File: src/rtl/vlr_pkg.sv
`timescale 1ns / 1ps
// ----------------------------------------------------------------------------
// vlr_pkg: shared types and constants of the 3D voxel line rasteriser
// Field widths, axis codes and the control and status words that pass
// between the sequencer and the stepping unit.
// ----------------------------------------------------------------------------
package vlr_pkg;

    localparam int COORD_W      = 26;
    localparam int DELTA_W      = COORD_W + 1;
    localparam int BLOCK_W      = 8;
    localparam int NUM_AXES     = 3;
    localparam int MAX_SPAN_DEF = 63;

    typedef logic signed [COORD_W-1:0] t_coord;
    typedef logic signed [DELTA_W-1:0] t_delta;
    typedef logic [BLOCK_W-1:0]        t_block;

    typedef logic [1:0] t_axis;
    localparam t_axis AXIS_X = 2'd0;
    localparam t_axis AXIS_Y = 2'd1;
    localparam t_axis AXIS_Z = 2'd2;

    typedef struct packed {
        t_coord start_x;
        t_coord start_y;
        t_coord start_z;
        t_coord end_x;
        t_coord end_y;
        t_coord end_z;
    } t_line;

    // Commands from the sequencer to the stepping unit, at most one per cycle.
    typedef struct packed {
        logic load;
        logic absval;
        logic setup;
        logic step;
    } t_dda_cmd;

    typedef struct packed {
        logic span_zero;
        logic span_over;
        logic last;
    } t_dda_stat;

endpackage

File: src/rtl/vlr_interfaces.sv
`timescale 1ns / 1ps
// ----------------------------------------------------------------------------
// vlr interfaces: handshake channels of the voxel line rasteriser
// Line words in, voxel words out, and the fill block register write channel.
// ----------------------------------------------------------------------------
interface vlr_line_if import vlr_pkg::*; ();
    logic   valid;
    logic   ready;
    t_coord start_x;
    t_coord start_y;
    t_coord start_z;
    t_coord end_x;
    t_coord end_y;
    t_coord end_z;

    modport source (output valid, output start_x, output start_y, output start_z,
                    output end_x, output end_y, output end_z, input ready);
    modport sink   (input valid, input start_x, input start_y, input start_z,
                    input end_x, input end_y, input end_z, output ready);
endinterface

interface vlr_voxel_if import vlr_pkg::*; ();
    logic   valid;
    logic   ready;
    t_coord voxel_x;
    t_coord voxel_y;
    t_coord voxel_z;
    t_block voxel_block;
    logic   span_error;
    logic   last_voxel;

    modport source (output valid, output voxel_x, output voxel_y, output voxel_z,
                    output voxel_block, output span_error, output last_voxel,
                    input ready);
    modport sink   (input valid, input voxel_x, input voxel_y, input voxel_z,
                    input voxel_block, input span_error, input last_voxel,
                    output ready);
endinterface

interface vlr_cfg_if import vlr_pkg::*; ();
    logic   valid;
    logic   ready;
    t_block data;

    modport source (output valid, output data, input ready);
    modport sink   (input valid, input data, output ready);
endinterface

File: src/rtl/vlr_dda_unit.sv
`timescale 1ns / 1ps
// ----------------------------------------------------------------------------
// vlr_dda_unit: line set-up and per-voxel stepping unit
// Holds the current voxel, finds the major axis and span, and advances all
// three coordinates by one major step per step command using exact
// remainder tracking for the minor axes.
// ----------------------------------------------------------------------------
module vlr_dda_unit import vlr_pkg::*; #(
    parameter int MAX_SPAN = MAX_SPAN_DEF
) (
    input  logic      i_clk,
    input  t_dda_cmd  i_cmd,
    input  t_line     i_line,
    output t_coord    o_voxel_x,
    output t_coord    o_voxel_y,
    output t_coord    o_voxel_z,
    output t_dda_stat o_stat
);

    localparam int SPAN_W = $clog2(MAX_SPAN + 1);
    // The remainder lives in [-2D, 4D) between add and correction.
    localparam int RW     = SPAN_W + 3;

    t_coord                r_coord [NUM_AXES];
    t_delta                r_delta [NUM_AXES];
    logic [DELTA_W-1:0]    r_abs   [NUM_AXES];
    logic signed [RW-1:0]  r_rem   [NUM_AXES];
    logic signed [RW-1:0]  r_d2    [NUM_AXES];
    logic [SPAN_W-1:0]     r_span;
    logic [SPAN_W-1:0]     r_k;
    t_axis                 r_major;
    logic                  r_neg;
    logic                  r_span_zero;
    logic                  r_span_over;

    t_axis                 maj01;
    logic [DELTA_W-1:0]    big01;
    t_axis                 maj;
    logic [DELTA_W-1:0]    span_full;
    logic signed [RW-1:0]  span2;
    logic signed [RW-1:0]  sum     [NUM_AXES];
    t_coord                n_coord [NUM_AXES];
    logic signed [RW-1:0]  n_rem   [NUM_AXES];

    // Major axis: the first one with the largest absolute delta, so ties go to the lower axis.
    always_comb begin
        if (r_abs[1] > r_abs[0]) begin
            maj01 = AXIS_Y;
            big01 = r_abs[1];
        end else begin
            maj01 = AXIS_X;
            big01 = r_abs[0];
        end
        if (r_abs[2] > big01) begin
            maj       = AXIS_Z;
            span_full = r_abs[2];
        end else begin
            maj       = maj01;
            span_full = big01;
        end
    end

    assign span2 = {2'b00, r_span, 1'b0};

    always_comb begin
        for (int a = 0; a < NUM_AXES; a++) begin
            sum[a] = r_rem[a] + r_d2[a];
            if (t_axis'(a) == r_major) begin
                n_coord[a] = r_coord[a] + (r_neg ? t_coord'(-1) : t_coord'(1));
                n_rem[a]   = r_rem[a];
            end else if (sum[a] >= span2) begin
                n_coord[a] = r_coord[a] + t_coord'(1);
                n_rem[a]   = sum[a] - span2;
            end else if (sum[a] < 0) begin
                n_coord[a] = r_coord[a] - t_coord'(1);
                n_rem[a]   = sum[a] + span2;
            end else begin
                n_coord[a] = r_coord[a];
                n_rem[a]   = sum[a];
            end
        end
    end

    always_ff @(posedge i_clk) begin
        if (i_cmd.load) begin
            r_coord[0] <= i_line.start_x;
            r_coord[1] <= i_line.start_y;
            r_coord[2] <= i_line.start_z;
            r_delta[0] <= {i_line.end_x[COORD_W-1], i_line.end_x}
                          - {i_line.start_x[COORD_W-1], i_line.start_x};
            r_delta[1] <= {i_line.end_y[COORD_W-1], i_line.end_y}
                          - {i_line.start_y[COORD_W-1], i_line.start_y};
            r_delta[2] <= {i_line.end_z[COORD_W-1], i_line.end_z}
                          - {i_line.start_z[COORD_W-1], i_line.start_z};
        end
        if (i_cmd.absval) begin
            for (int a = 0; a < NUM_AXES; a++) begin
                r_abs[a] <= r_delta[a][DELTA_W-1] ? DELTA_W'(-r_delta[a])
                                                  : DELTA_W'(r_delta[a]);
            end
        end
        if (i_cmd.setup) begin
            r_major     <= maj;
            r_neg       <= r_delta[maj][DELTA_W-1];
            r_span      <= span_full[SPAN_W-1:0];
            r_k         <= '0;
            r_span_zero <= (span_full == '0);
            r_span_over <= (span_full > DELTA_W'(MAX_SPAN));
            // Start at k = 0: numerator D over denominator 2D.
            for (int a = 0; a < NUM_AXES; a++) begin
                r_rem[a] <= {3'b000, span_full[SPAN_W-1:0]};
                r_d2[a]  <= {r_delta[a][RW-2:0], 1'b0};
            end
        end
        if (i_cmd.step) begin
            for (int a = 0; a < NUM_AXES; a++) begin
                r_coord[a] <= n_coord[a];
                r_rem[a]   <= n_rem[a];
            end
            r_k <= r_k + SPAN_W'(1);
        end
    end

    assign o_voxel_x        = r_coord[0];
    assign o_voxel_y        = r_coord[1];
    assign o_voxel_z        = r_coord[2];
    assign o_stat.span_zero = r_span_zero;
    assign o_stat.span_over = r_span_over;
    assign o_stat.last      = (r_k == r_span);

endmodule

File: src/rtl/voxel_line_rasterizer_3d.sv
`timescale 1ns / 1ps
// ----------------------------------------------------------------------------
// voxel_line_rasterizer_3d: 3D line to voxel rasteriser
// Emits one voxel word per major-axis position from start to end point inclusive, each
// stamped with the fill block register.
//
//   channel   dir  handshake        word
//   i_line    in   valid / ready    start and end point, 26-bit signed each
//   o_voxel   out  valid / ready    voxel position, block, error, last flag
//   i_cfg     in   valid / ready    fill block identifier, 8 bits
//
// A line is accepted in S_IDLE, which forms the deltas, then passes S_ABS, S_AXIS
// and S_CHECK for absolute deltas, major axis selection and span check, then the
// stepping unit yields one voxel per cycle while the output register is free. A
// zero-length line emits nothing; an over-long line emits a single error word.
// Reset is synchronous and active low and clears the sequencer, output valid and
// fill register. The output register stalls the stepping unit while its word is
// not taken.
// ----------------------------------------------------------------------------
module voxel_line_rasterizer_3d import vlr_pkg::*; #(
    parameter int MAX_SPAN = MAX_SPAN_DEF
) (
    input  logic         i_clk,
    input  logic         i_rst_n,
    vlr_line_if.sink     i_line,
    vlr_voxel_if.source  o_voxel,
    vlr_cfg_if.sink      i_cfg
);

    typedef enum logic [5:0] {
        S_IDLE  = 6'b000001,
        S_ABS   = 6'b000010,
        S_AXIS  = 6'b000100,
        S_CHECK = 6'b001000,
        S_RUN   = 6'b010000,
        S_ERR   = 6'b100000
    } t_state;

    t_state    r_state, n_state;
    t_block    r_fill;
    logic      r_out_valid;
    t_coord    r_out_x, r_out_y, r_out_z;
    t_block    r_out_block;
    logic      r_out_error, r_out_last;

    t_dda_cmd  cmd;
    t_dda_stat stat;
    t_line     line;
    t_coord    cur_x, cur_y, cur_z;
    logic      out_free;
    logic      load_voxel, load_error;

    assign line.start_x = i_line.start_x;
    assign line.start_y = i_line.start_y;
    assign line.start_z = i_line.start_z;
    assign line.end_x   = i_line.end_x;
    assign line.end_y   = i_line.end_y;
    assign line.end_z   = i_line.end_z;

    vlr_dda_unit #(
        .MAX_SPAN (MAX_SPAN)
    ) u_dda (
        .i_clk     (i_clk),
        .i_cmd     (cmd),
        .i_line    (line),
        .o_voxel_x (cur_x),
        .o_voxel_y (cur_y),
        .o_voxel_z (cur_z),
        .o_stat    (stat)
    );

    assign out_free   = !r_out_valid || o_voxel.ready;
    assign load_voxel = (r_state == S_RUN) && out_free;
    assign load_error = (r_state == S_ERR) && out_free;

    always_comb begin
        n_state    = r_state;
        cmd        = '0;
        unique case (r_state)
            S_IDLE: begin
                if (i_line.valid) begin
                    cmd.load = 1'b1;
                    n_state  = S_ABS;
                end
            end
            S_ABS: begin
                cmd.absval = 1'b1;
                n_state    = S_AXIS;
            end
            S_AXIS: begin
                cmd.setup = 1'b1;
                n_state   = S_CHECK;
            end
            S_CHECK: begin
                if (stat.span_zero) begin
                    n_state = S_IDLE;
                end else if (stat.span_over) begin
                    n_state = S_ERR;
                end else begin
                    n_state = S_RUN;
                end
            end
            S_RUN: begin
                if (out_free) begin
                    cmd.step = 1'b1;
                    if (stat.last) begin
                        n_state = S_IDLE;
                    end
                end
            end
            S_ERR: begin
                if (out_free) begin
                    n_state = S_IDLE;
                end
            end
            default: begin
                n_state = S_IDLE;
            end
        endcase
    end

    always_ff @(posedge i_clk) begin
        if (!i_rst_n) begin
            r_state     <= S_IDLE;
            r_fill      <= '0;
            r_out_valid <= 1'b0;
        end else begin
            r_state <= n_state;
            if (i_cfg.valid) begin
                r_fill <= i_cfg.data;
            end
            if (load_voxel || load_error) begin
                r_out_valid <= 1'b1;
            end else if (o_voxel.ready) begin
                r_out_valid <= 1'b0;
            end
        end
    end

    // Output word register; an error word carries zero position and block.
    always_ff @(posedge i_clk) begin
        if (load_voxel) begin
            r_out_x     <= cur_x;
            r_out_y     <= cur_y;
            r_out_z     <= cur_z;
            r_out_block <= r_fill;
            r_out_error <= 1'b0;
            r_out_last  <= stat.last;
        end else if (load_error) begin
            r_out_x     <= '0;
            r_out_y     <= '0;
            r_out_z     <= '0;
            r_out_block <= '0;
            r_out_error <= 1'b1;
            r_out_last  <= 1'b1;
        end
    end

    assign i_line.ready        = (r_state == S_IDLE);
    assign i_cfg.ready         = 1'b1;
    assign o_voxel.valid       = r_out_valid;
    assign o_voxel.voxel_x     = r_out_x;
    assign o_voxel.voxel_y     = r_out_y;
    assign o_voxel.voxel_z     = r_out_z;
    assign o_voxel.voxel_block = r_out_block;
    assign o_voxel.span_error  = r_out_error;
    assign o_voxel.last_voxel  = r_out_last;

endmodule

File: src/flat_wrapper.sv
// flat-port wrapper written by rule: the top's interface ports become plain ports
module voxel_line_rasterizer_3d_flat import vlr_pkg::*;
#(
    parameter int MAX_SPAN = MAX_SPAN_DEF
)
  (i_clk, i_rst_n, i_line_valid, i_line_start_x, i_line_start_y, i_line_start_z, i_line_end_x, i_line_end_y, i_line_end_z, i_line_ready, o_voxel_valid, o_voxel_voxel_x, o_voxel_voxel_y, o_voxel_voxel_z, o_voxel_voxel_block, o_voxel_span_error, o_voxel_last_voxel, o_voxel_ready, i_cfg_valid, i_cfg_data, i_cfg_ready);
  vlr_line_if i_line_i ();
  vlr_voxel_if o_voxel_i ();
  vlr_cfg_if i_cfg_i ();
  input  logic i_clk;
  input  logic i_rst_n;
  input wire logic [$bits(i_line_i.valid)-1:0] i_line_valid;
  input wire logic [$bits(i_line_i.start_x)-1:0] i_line_start_x;
  input wire logic [$bits(i_line_i.start_y)-1:0] i_line_start_y;
  input wire logic [$bits(i_line_i.start_z)-1:0] i_line_start_z;
  input wire logic [$bits(i_line_i.end_x)-1:0] i_line_end_x;
  input wire logic [$bits(i_line_i.end_y)-1:0] i_line_end_y;
  input wire logic [$bits(i_line_i.end_z)-1:0] i_line_end_z;
  output wire logic [$bits(i_line_i.ready)-1:0] i_line_ready;
  output wire logic [$bits(o_voxel_i.valid)-1:0] o_voxel_valid;
  output wire logic [$bits(o_voxel_i.voxel_x)-1:0] o_voxel_voxel_x;
  output wire logic [$bits(o_voxel_i.voxel_y)-1:0] o_voxel_voxel_y;
  output wire logic [$bits(o_voxel_i.voxel_z)-1:0] o_voxel_voxel_z;
  output wire logic [$bits(o_voxel_i.voxel_block)-1:0] o_voxel_voxel_block;
  output wire logic [$bits(o_voxel_i.span_error)-1:0] o_voxel_span_error;
  output wire logic [$bits(o_voxel_i.last_voxel)-1:0] o_voxel_last_voxel;
  input wire logic [$bits(o_voxel_i.ready)-1:0] o_voxel_ready;
  input wire logic [$bits(i_cfg_i.valid)-1:0] i_cfg_valid;
  input wire logic [$bits(i_cfg_i.data)-1:0] i_cfg_data;
  output wire logic [$bits(i_cfg_i.ready)-1:0] i_cfg_ready;
  assign i_line_i.valid = i_line_valid;
  assign i_line_i.start_x = i_line_start_x;
  assign i_line_i.start_y = i_line_start_y;
  assign i_line_i.start_z = i_line_start_z;
  assign i_line_i.end_x = i_line_end_x;
  assign i_line_i.end_y = i_line_end_y;
  assign i_line_i.end_z = i_line_end_z;
  assign i_line_ready = i_line_i.ready;
  assign o_voxel_valid = o_voxel_i.valid;
  assign o_voxel_voxel_x = o_voxel_i.voxel_x;
  assign o_voxel_voxel_y = o_voxel_i.voxel_y;
  assign o_voxel_voxel_z = o_voxel_i.voxel_z;
  assign o_voxel_voxel_block = o_voxel_i.voxel_block;
  assign o_voxel_span_error = o_voxel_i.span_error;
  assign o_voxel_last_voxel = o_voxel_i.last_voxel;
  assign o_voxel_i.ready = o_voxel_ready;
  assign i_cfg_i.valid = i_cfg_valid;
  assign i_cfg_i.data = i_cfg_data;
  assign i_cfg_ready = i_cfg_i.ready;
  voxel_line_rasterizer_3d #(.MAX_SPAN(MAX_SPAN)) u_core (.i_clk(i_clk), .i_rst_n(i_rst_n), .i_line(i_line_i), .o_voxel(o_voxel_i), .i_cfg(i_cfg_i));
endmodule
File: config.mk
export PLATFORM = sky130hd
export DESIGN_NAME = voxel_line_rasterizer_3d_flat
export DESIGN_NICKNAME = d
export VERILOG_FILES = /design/src/rtl/vlr_pkg.sv /design/src/rtl/vlr_interfaces.sv /design/src/rtl/vlr_dda_unit.sv /design/src/rtl/voxel_line_rasterizer_3d.sv /design/src/flat_wrapper.sv
export SDC_FILE = /design/constraint.sdc
export NUM_CORES = 1
export LEC_CHECK = 0
export BUFFER_PORTS_ARGS = -buffer_cell sky130_fd_sc_hd__buf_4
export CAP_MARGIN = 10
export CORE_MARGIN = 1.5
export CORE_UTILIZATION = 65
export DETAILED_ROUTE_END_ITERATION = 10
export PLACE_DENSITY = 0.86
export SLEW_MARGIN = 20
export SYNTH_ARGS = -nofsm -noshare
export SYNTH_HDL_FRONTEND = slang
export SYNTH_SLANG_ARGS = --single-unit
File: constraint.sdc
create_clock -name i_clk -period 9.5 [get_ports i_clk]
set_input_delay 0.475 -clock i_clk [delete_from_list [all_inputs] [get_ports i_clk]]
set_output_delay 0.475 -clock i_clk [all_outputs]
set_load 0.01 [all_outputs]
==> impl_results.md <==
* Total global routing overflow at 0
* H-tree levels at 2
* DRC viols at 0
* Mapped Nets at 3,055
* CP required at 9.80 ns
* Layout Skew at 0.0237 ns
* HP Class: input pin to flop
* Peak Freq at 150 MHz
* Longest Clk Path Bufs at 3
* Worst Path Arrival at 6.97 ns
* Yosys top cell by area: edfxtp_1
* Most instantiated library cell after synthesis: edfxtp_1
* Post-synth EDFFs at 393
* Startpoint class of the critical path: flop
* CTS Buf Count at 44
* Die X at 207 microns
* Synth-to-Final Area Change at 14.7%
* Max stage delay on crit path at 0.51 ns
* # clock sinks at 409
* TritonCTS clock tree: done
* Max-slew violations at 0
* Total number of vias at 21,200
* CP Buf/Inv Count at 1
* Storage element area at 0.0121 sq mm
* Async SR Flop Fraction at 0%
* Synth Cell Area at 0.0270 sq mm
* Placement Rows at 74
* Global-route usage over all layers at 31.7%
* Synth warn at 0
* Die height at 207 microns
* Final worst setup slack at 2.83 ns
* Multi-input gate area at 0.0140 sq mm
* Iter 0 DRT Violations at 1,614
* Layout net count at 3,315
* Yosys top cell area share at 43.7%
* Final-report hold violation count at 0
* Largest net degree at the start of global routing at 92
* WL per Instance at 19.9 microns
* Clock Latency Late Sink at 0.58 ns
* Crit end category: flop
* Ys flop type: edfxtp_1
* RSZ-0062 raised after global routing: no
* Share of cells above drive strength 1 at 12.9%
* Measured slew at the worst slew-check pin at 1.05 ns
* Fill cells at 2,696
* CTS resizes at 0
* Initial Util at 66.0%
* Post-Place Setup Slack at 3.07 ns
* Clock-pin slew on the worst setup and hold paths at 0.07 ns
* Cts hold-fix bufs at 0
* Vias in the first global route at 21,000
* Core ar. at 0.0409 sq mm
* Setup Viol. Count Final at 0
* Max IR drop VDD at 0.166 mV
* Die ar. at 0.0428 sq mm
* Num ports at 260
* Top cells by area, synth: edfxtp_1, ha_1, xnor2_1
* Final period util at 70.2%
* Number of diodes at 0
* Min cycle time layout at 6.67 ns
* TritonRoute pass-1 iters at 6
* Vias/cell at 6.19
* Max-cap check violation count at 0
* Final WL at 68.2 mm
* Crit-path cells: ha_1, fa_1, xor2_1, ha_1, a21o_1, a21o_1, a21oi_1, nor2_1, nor2_1, nand3_1, a31oi_2, buf_4, ha_1, a211oi_1, o21bai_1, a21oi_1, o21ai_0, a31oi_1, o211ai_1, a2111oi_0, o41ai_1, xnor2_1, o21ai_0
* Synth Instances at 2,606
* Top cells by count, synth: edfxtp_1, ha_1, inv_1, nand2_1, o21ai_0
* Setup TNS at 0 ns
* PwrDens at 157 mW/mm^2
* Clk root buf: clkbuf_16
* Synthesized flop and latch total at 409
* Average cell area after synthesis at 10.4 sq um
* Slowest CP cell: a31oi_1
* Pleak at 13.1 nW
* Initial antenna violation count at 0
* GP Congestion at 0.939
* CP most frequent cell: ha_1
* IO Port Bufs at 258
* Worst path top cell family by delay: compound AO/OA/AOI/OAI gates
* Netlist cell types at 73
* Tot Pwr at 4.88 mW
* Global-route wire length before repair at 107 mm
* Post-CTS Repair Setup Buffers at 0
* Status: completed
* Antenna Nets Post-Route at 0
* Dpl hpwl at 50.7 mm
* Worst Path Max Fanout at 26
* Max-slew headroom at 30.0%
* Setup Crit Path Kind: flop to flop
* Seq/Total Area, Yosys at 44.9%
==> worst reg2reg max path, stage by stage (launching register included) <==
cell	delay, ns
edfxtp_1	0.37
ha_1	0.23
fa_1	0.41
xor2_1	0.29
ha_1	0.36
a21o_1	0.20
a21o_1	0.19
a21oi_1	0.16
nor2_1	0.06
nor2_1	0.11
nand3_1	0.39
a31oi_2	0.34
buf_4	0.36
ha_1	0.33
a211oi_1	0.32
o21bai_1	0.13
a21oi_1	0.32
o21ai_0	0.27
a31oi_1	0.51
o211ai_1	0.22
a2111oi_0	0.42
o41ai_1	0.16
xnor2_1	0.15
o21ai_0	0.08
==> final timing paths <==
kind | start | end | slack (ns) | cells past startpoint
hold / removal | i_rst_n | u_core.r_state[0]$_SDFFE_PN1P_ | 0.18 | 2
setup / recovery | u_core.u_dda.r_rem[0][1]$_DFFE_PP_ | u_core.u_dda.r_coord[0][25]$_DFFE_PP_ | 2.83 | 23
hold reg to reg | u_core.o_voxel.span_error$_SDFFE_PP0P_ | u_core.o_voxel.span_error$_SDFFE_PP0P_ | 0.51 | 2
setup reg to reg | u_core.u_dda.r_rem[0][1]$_DFFE_PP_ | u_core.u_dda.r_coord[0][25]$_DFFE_PP_ | 2.83 | 23
==> state kept, by name (all words and copies together) (netlist names) <==
signal / flops
u_core.o_voxel.voxel_block: 8
u_core.r_state: 6
u_core.u_dda.r_coord: 78
u_core.o_voxel.span_error: 1
u_core.u_dda.r_d2: 24
u_core.u_dda.r_k: 6
u_core.r_fill: 8
u_core.u_dda.r_span_zero: 1
u_core.u_dda.r_rem: 25
u_core.u_dda.r_delta: 81
u_core.u_dda.r_neg: 1
u_core.u_dda.r_major: 2
u_core.u_dda.r_span: 6
u_core.u_dda.r_span_over: 1
u_core.u_dda.r_abs: 81
u_core.o_voxel.last_voxel: 1
u_core.o_voxel.voxel_x: 26
u_core.o_voxel.valid: 1
u_core.o_voxel.voxel_y: 26
u_core.o_voxel.voxel_z: 26
==> layout make-up <==
class,instances,area share [%]
Multi-Input combinational cell,1932,45.0
Tap cell,532,2.15
Clock inverter,23,0.714
Sequential cell,409,39.1
Inverter,201,2.43
Clock buffer,56,3.77
Timing Repair Buffer,278,6.80
==> cell usage in the layout, fill, tap and decap left out, types with 9 or more instances in the layout <==
| cell type | n |
|---|---|
| o21bai_1 | 37 |
| a211oi_1 | 24 |
| dfxtp_1 | 16 |
| mux2i_1 | 46 |
| clkbuf_1 | 11 |
| nand4_1 | 20 |
| or4_1 | 17 |
| a31oi_1 | 14 |
| o41ai_1 | 16 |
| buf_4 | 277 |
| xnor2_1 | 165 |
| a21o_1 | 75 |
| nor2_1 | 154 |
| xor2_1 | 75 |
| ha_1 | 265 |
| nand2b_1 | 31 |
| fa_1 | 15 |
| edfxtp_1 | 393 |
| nor3_1 | 33 |
| o21ai_0 | 191 |
| a21oi_1 | 161 |
| nor2b_1 | 30 |
| and2_1 | 9 |
| nor4_1 | 21 |
| nand2_1 | 194 |
| o21a_1 | 26 |
| o22ai_1 | 13 |
| clkbuf_16 | 45 |
| nand3_1 | 41 |
| and3_1 | 94 |
| or3_1 | 17 |
| o31ai_1 | 31 |
| inv_1 | 200 |
==> stage by stage <==
stage	std cells	utilization, %	hold slack, ns	instance area [sq um]
4_1_cts	3430	75.7	0.156	31000
3_3_place_gp	3351	72.3	0.489	29600
2_1_floorplan	2606	-	0.462	27000
6_report	3431	75.8	0.181	31000
5_1_grt	3431	75.8	0.179	31000
3_5_place_dp	3351	72.3	0.508	29600
==> report_power, final <==
group          total [mW]  internal, mW  leakage [nW]  switching [mW]
clock network        1.69         0.978         0.671           0.714
logic               0.936         0.408          8.80           0.528
registers            2.25          2.15          3.58           0.107
total                4.88          3.53          13.1            1.35
==> layer usage <==
metal	GRT usage, %	part of all wire [%]	vias to the layer above
met3	4.46	6.4	160
met2	54.5	49	833
met1	40.6	41	10100
met4	12.5	3.5	0
li1	-	-	10100
met5	0	0	-
==> logic make-up (layout without fill, tap and decap cells) <==
group                      count (synthesis)  in the layout  share of synthesized area, %
and+or+nand+nor                          697            697                          12.9
muxes                                     47             47                          1.75
AOI/OAI and AO/OA                        667            667                          15.6
buffers and inverters                    265            558                          3.74
xor gates and xnor gates                 240            240                          7.78
DFF                                      409            409                          44.9
other                                      1              1                        0.0139
adders and majority gates                280            280                          13.4
Power figures use the tool's default switching activity.
